==> src/rtl/sha384_pkg.sv <==
// SHA-384 package: round constants, initial hash values, sigma functions.
// No dependencies.
`timescale 1ns / 1ps
package sha384_pkg;

	localparam int ROUND_COUNT = 80;
	localparam int RND_W = $clog2(ROUND_COUNT + 1);

	localparam logic [63:0] START_H [8] = '{
		64'hcbbb9d5dc1059ed8, 64'h629a292a367cd507, 64'h9159015a3070dd17, 64'h152fecd8f70e5939,
		64'h67332667ffc00b31, 64'h8eb44a8768581511, 64'hdb0c2e0d64f98fa7, 64'h47b5481dbefa4fa4
	};

	localparam logic [63:0] ROUND_K [80] = '{
		64'h428a2f98d728ae22, 64'h7137449123ef65cd, 64'hb5c0fbcfec4d3b2f, 64'he9b5dba58189dbbc,
		64'h3956c25bf348b538, 64'h59f111f1b605d019, 64'h923f82a4af194f9b, 64'hab1c5ed5da6d8118,
		64'hd807aa98a3030242, 64'h12835b0145706fbe, 64'h243185be4ee4b28c, 64'h550c7dc3d5ffb4e2,
		64'h72be5d74f27b896f, 64'h80deb1fe3b1696b1, 64'h9bdc06a725c71235, 64'hc19bf174cf692694,
		64'he49b69c19ef14ad2, 64'hefbe4786384f25e3, 64'h0fc19dc68b8cd5b5, 64'h240ca1cc77ac9c65,
		64'h2de92c6f592b0275, 64'h4a7484aa6ea6e483, 64'h5cb0a9dcbd41fbd4, 64'h76f988da831153b5,
		64'h983e5152ee66dfab, 64'ha831c66d2db43210, 64'hb00327c898fb213f, 64'hbf597fc7beef0ee4,
		64'hc6e00bf33da88fc2, 64'hd5a79147930aa725, 64'h06ca6351e003826f, 64'h142929670a0e6e70,
		64'h27b70a8546d22ffc, 64'h2e1b21385c26c926, 64'h4d2c6dfc5ac42aed, 64'h53380d139d95b3df,
		64'h650a73548baf63de, 64'h766a0abb3c77b2a8, 64'h81c2c92e47edaee6, 64'h92722c851482353b,
		64'ha2bfe8a14cf10364, 64'ha81a664bbc423001, 64'hc24b8b70d0f89791, 64'hc76c51a30654be30,
		64'hd192e819d6ef5218, 64'hd69906245565a910, 64'hf40e35855771202a, 64'h106aa07032bbd1b8,
		64'h19a4c116b8d2d0c8, 64'h1e376c085141ab53, 64'h2748774cdf8eeb99, 64'h34b0bcb5e19b48a8,
		64'h391c0cb3c5c95a63, 64'h4ed8aa4ae3418acb, 64'h5b9cca4f7763e373, 64'h682e6ff3d6b2b8a3,
		64'h748f82ee5defb2fc, 64'h78a5636f43172f60, 64'h84c87814a1f0ab72, 64'h8cc702081a6439ec,
		64'h90befffa23631e28, 64'ha4506cebde82bde9, 64'hbef9a3f7b2c67915, 64'hc67178f2e372532b,
		64'hca273eceea26619c, 64'hd186b8c721c0c207, 64'heada7dd6cde0eb1e, 64'hf57d4f7fee6ed178,
		64'h06f067aa72176fba, 64'h0a637dc5a2c898a6, 64'h113f9804bef90dae, 64'h1b710b35131c471b,
		64'h28db77f523047d84, 64'h32caab7b40c72493, 64'h3c9ebe0a15c9bebc, 64'h431d67c49c100d4c,
		64'h4cc5d4becb3e42b6, 64'h597f299cfc657e2a, 64'h5fcb6fab3ad6faec, 64'h6c44198c4a475817
	};

	function automatic logic [63:0] rotr(input logic [63:0] x, input int n);
		rotr = (x >> n) | (x << (64 - n));
	endfunction

	function automatic logic [63:0] sig0(input logic [63:0] x);
		sig0 = rotr(x, 1) ^ rotr(x, 8) ^ (x >> 7);
	endfunction

	function automatic logic [63:0] sig1(input logic [63:0] x);
		sig1 = rotr(x, 19) ^ rotr(x, 61) ^ (x >> 6);
	endfunction

	function automatic logic [63:0] bsig0(input logic [63:0] x);
		bsig0 = rotr(x, 28) ^ rotr(x, 34) ^ rotr(x, 39);
	endfunction

	function automatic logic [63:0] bsig1(input logic [63:0] x);
		bsig1 = rotr(x, 14) ^ rotr(x, 18) ^ rotr(x, 41);
	endfunction

endpackage

==> src/rtl/sha384_round.sv <==
// SHA-384 shared round unit: one compression round plus schedule word update.
// Depends on sha384_pkg.
`timescale 1ns / 1ps
module sha384_round import sha384_pkg::*; (
	input  logic [63:0] v_in [8],
	input  logic [63:0] w_m16,
	input  logic [63:0] w_m15,
	input  logic [63:0] w_m7,
	input  logic [63:0] w_m2,
	input  logic        expand,
	input  logic [63:0] k_in,
	output logic [63:0] w_out,
	output logic [63:0] v_out [8]
);
	logic [63:0] t1, t2, ch, mj;

	always_comb begin
		w_out = expand ? (w_m16 + sig0(w_m15) + w_m7 + sig1(w_m2)) : w_m16;
		ch = (v_in[4] & v_in[5]) ^ (~v_in[4] & v_in[6]);
		mj = (v_in[0] & v_in[1]) ^ (v_in[0] & v_in[2]) ^ (v_in[1] & v_in[2]);
		t1 = v_in[7] + bsig1(v_in[4]) + ch + k_in + w_out;
		t2 = bsig0(v_in[0]) + mj;
		v_out[7] = v_in[6];
		v_out[6] = v_in[5];
		v_out[5] = v_in[4];
		v_out[4] = v_in[3] + t1;
		v_out[3] = v_in[2];
		v_out[2] = v_in[1];
		v_out[1] = v_in[0];
		v_out[0] = t1 + t2;
	end
endmodule

==> config.mk <==
export PLATFORM = sky130hd
export DESIGN_NAME = sha384_round
export DESIGN_NICKNAME = d
export VERILOG_FILES = /design/src/rtl/sha384_pkg.sv /design/src/rtl/sha384_round.sv
export SDC_FILE = /design/constraint.sdc
export NUM_CORES = 2
export LEC_CHECK = 0
export BUFFER_PORTS_ARGS = -buffer_cell sky130_fd_sc_hd__clkbuf_2
export CAP_MARGIN = 20
export CORE_AREA = 2 2 547 549
export DETAILED_ROUTE_END_ITERATION = 7
export DIE_AREA = 0 0 549 551
export PLACE_DENSITY = 0.35
export SLEW_MARGIN = 20
export SYNTH_ARGS = -nofsm -noshare
export SYNTH_HDL_FRONTEND = slang
export SYNTH_SLANG_ARGS = --single-unit
==> constraint.sdc <==
create_clock -name vclk -period 10.1
set_clock_uncertainty 0.05 [all_clocks]
set_input_delay 0.505 -clock vclk [all_inputs]
set_output_delay 0.505 -clock vclk [all_outputs]
set_load 0.01 [all_outputs]
==> out/metrics.yaml <==
wire_length_of_the_first_global_routing_pass_um: 434000
holdCritStartpoint: "v_in[76]"
floorplan.die.height_um: 551
route.detailed.vias_per_inst: 3.70
postSynthCellCount: 4254
worstPathArrival_ns: 11.09
final_min_period_over_clock_period_pct: 115
critical_path.max_fanout: 7
holdPathEnd: "v_out[12]"
num_rows: 200
clock_buffers: 0
whs_path_depth: 2
synth_nets: 5718
synth.lib_cells_used.distinct: 88
fp.coreArea_um2: 296000
layout-area-overhead-vs-synth_pct: 72.6
die_width_um: 549
violated_checks: "setup timing"
seq_area_frac_synth_pct: 0
grt_start_max_net_pins: 44
post_synth_most_frequent_cells: "sky130_fd_sc_hd__inv_1, sky130_fd_sc_hd__xnor2_1, sky130_fd_sc_hd__buf_4, sky130_fd_sc_hd__fa_1, sky130_fd_sc_hd__a21oi_1"
dp.final_hpwl_um: 326000
cts-hold-fix-buffers: 0
initial_utilization_pct: 11.4
top_level_ports: 1409
layout.filler_cells: 33800
drt_pre_antenna_iters: 6
yosysMostFrequentCell: "sky130_fd_sc_hd__inv_1"
report.final.hold_viol_count: 0
outcome: "complete, but fails checks"
grt_remaining_overflow: 0
fin_ws_ns: -1.54
layout-drive-gt1-share_pct: 52.6
layout.core_utilization_pct: 19.6
placer_congestion_estimate: 0.941
vias_in_the_first_global_route: 41700
flops_and_latches: 0
timing.setup.tns_ns: -73.03
drtIter0Drc: 1823
die_area_um2: 302000
setup-violations-final: 85
cp_common_cell: "sky130_fd_sc_hd__fa_1"
cp-end-kind: "output port"
place.port_buffers: 1409
antenna_violating_nets_post_route: 0
timing.final.max_slew_violations: 0
post_synth_main_area_contributors: "sky130_fd_sc_hd__fa_1, sky130_fd_sc_hd__xnor2_1, sky130_fd_sc_hd__ha_1"
via_count: 39100
detail_route.wl_per_cell_um: 33.1
whs_ns: 1.16
relSlewSlack_pct: 22.8
number_of_antenna_violations_at_the_first_check_in_global_routing: 116
fmax_ghz: 0.0859
worst_setup_path_start_kind: "input port"
sequential_cell_area_um2: 0
finalWorstPathRequiredPeriod_ns: 11.64
total_global_route_track_usage_pct: 22.2
synthDominantCellAreaShare_pct: 22.5
rsz0062_at_grt: "yes"
dpl_worst_slack_ns: -2.68
synth_largest_area_cell: "sky130_fd_sc_hd__fa_1"
wl_um: 349000
tightest_slew_ns: 1.15
drc: 0
setup.worst_path.class: "input port to output port"
max_cap_viol_count: 0
hp-class: "input port to output port"
multi_input_comb_area_um2: 31700
syn-cell-area_um2: 33600
max_stage_delay_on_crit_path_ns: 0.61
nets: 8037
worst_ep_required_time_ns: 9.55
cp_slowest_cell: "sky130_fd_sc_hd__fa_1"
synth_area_per_cell_um2: 7.91
yosys_warnings: 0
[placed cells by master, fill, tap and decap left out, types with 23 or more instances in the layout]
| cell | netlist | layout |
|---|---|---|
| sky130_fd_sc_hd__o21bai_1 | 43 | 36 |
| sky130_fd_sc_hd__o21ai_2 | 2 | 38 |
| sky130_fd_sc_hd__xor2_1 | 245 | 203 |
| sky130_fd_sc_hd__a21oi_2 | 2 | 80 |
| sky130_fd_sc_hd__diode_2 | 0 | 35 |
| sky130_fd_sc_hd__nand2_1 | 162 | 141 |
| sky130_fd_sc_hd__inv_1 | 779 | 734 |
| sky130_fd_sc_hd__ha_4 | 0 | 57 |
| sky130_fd_sc_hd__ha_1 | 252 | 186 |
| sky130_fd_sc_hd__a211oi_1 | 36 | 23 |
| sky130_fd_sc_hd__clkbuf_2 | 0 | 1308 |
| sky130_fd_sc_hd__a21o_1 | 200 | 199 |
| sky130_fd_sc_hd__o21ai_1 | 41 | 34 |
| sky130_fd_sc_hd__mux2_2 | 67 | 67 |
| sky130_fd_sc_hd__o21ai_0 | 160 | 119 |
| sky130_fd_sc_hd__nor2b_1 | 30 | 25 |
| sky130_fd_sc_hd__xnor2_2 | 0 | 45 |
| sky130_fd_sc_hd__a21oi_1 | 267 | 168 |
| sky130_fd_sc_hd__nor2_1 | 111 | 89 |
| sky130_fd_sc_hd__nor3_1 | 30 | 23 |
| sky130_fd_sc_hd__buf_4 | 384 | 1250 |
| sky130_fd_sc_hd__nand4_1 | 42 | 42 |
| sky130_fd_sc_hd__xnor2_1 | 506 | 452 |
| sky130_fd_sc_hd__buf_2 | 5 | 41 |
| sky130_fd_sc_hd__mux2i_1 | 38 | 24 |
| sky130_fd_sc_hd__fa_2 | 0 | 23 |
| sky130_fd_sc_hd__inv_2 | 0 | 41 |
| sky130_fd_sc_hd__nand3_1 | 63 | 48 |
| sky130_fd_sc_hd__buf_6 | 0 | 134 |
| sky130_fd_sc_hd__xor2_2 | 0 | 30 |
| sky130_fd_sc_hd__fa_1 | 379 | 356 |
| sky130_fd_sc_hd__nand2b_1 | 33 | 31 |
[stage by stage]
step	instance area [um2]	cells
floorplan	34000	4254
global placement	52400	10400
detailed placement	52400	10400
CTS	56200	10500
global route	58000	10500
finish	58100	10500
[worst max-delay path: cells and delay by family]
kind	cells	cell delay [ns]
fa+ha+maj	10	4.19
compound gates	14	2.50
simple gates	11	1.83
xor+xnor	6	1.03
buf+inv	8	0.83
mux	1	0.17
[routing by layer]
| metal | GRT usage (%) | share of wire [%] | wire length (um) |
|---|---|---|---|
| met4 | 6.98 | 4.3 | 14900 |
| met1 | 24.4 | 38 | 134000 |
| met2 | 40.9 | 50 | 175000 |
| met5 | 0 | 0.041 | 142 |
| met3 | 6.26 | 7.1 | 24700 |
[worst max-delay path by stage]
stage,startpoint,to,slack [ns],cells past startpoint
after floorplan,w_m15[9],v_out[511],-0.44,49
after CTS,w_m15[9],v_out[504],-1.65,53
after global routing,w_m15[8],v_out[507],-2.05,54
after global placement,w_m15[3],v_out[511],-2.75,48
after detailed placement,w_m15[3],v_out[511],-2.68,51
final,w_m15[7],v_out[511],-1.54,50
[what timing repair did]
action / 4_1_cts / 5_1_grt
resized for setup: 633 / 391
setup buffers: 105 / 66
setup endpoints to repair: 93 / 95
pin swaps: 257 / 310
[final cells by class]
cell class / count / share of cell area (%)
antenna: 35 / 0.151
inverter: 779 / 5.05
multi-input combinational: 3011 / 54.5
tap: 3939 / 8.49
timing repair buffer: 2781 / 31.8
[cells by family after synthesis]
family	synth area share [%]
xor+xnor	19.7
compound gates	18.1
buf+inv	18.2
mux	3.37
simple gates	8.51
fa+ha+maj	32.1
Power is left out: the tool's default activity adds up to more than one toggle a clock period on the data nets, which glitch-free logic cannot reach.
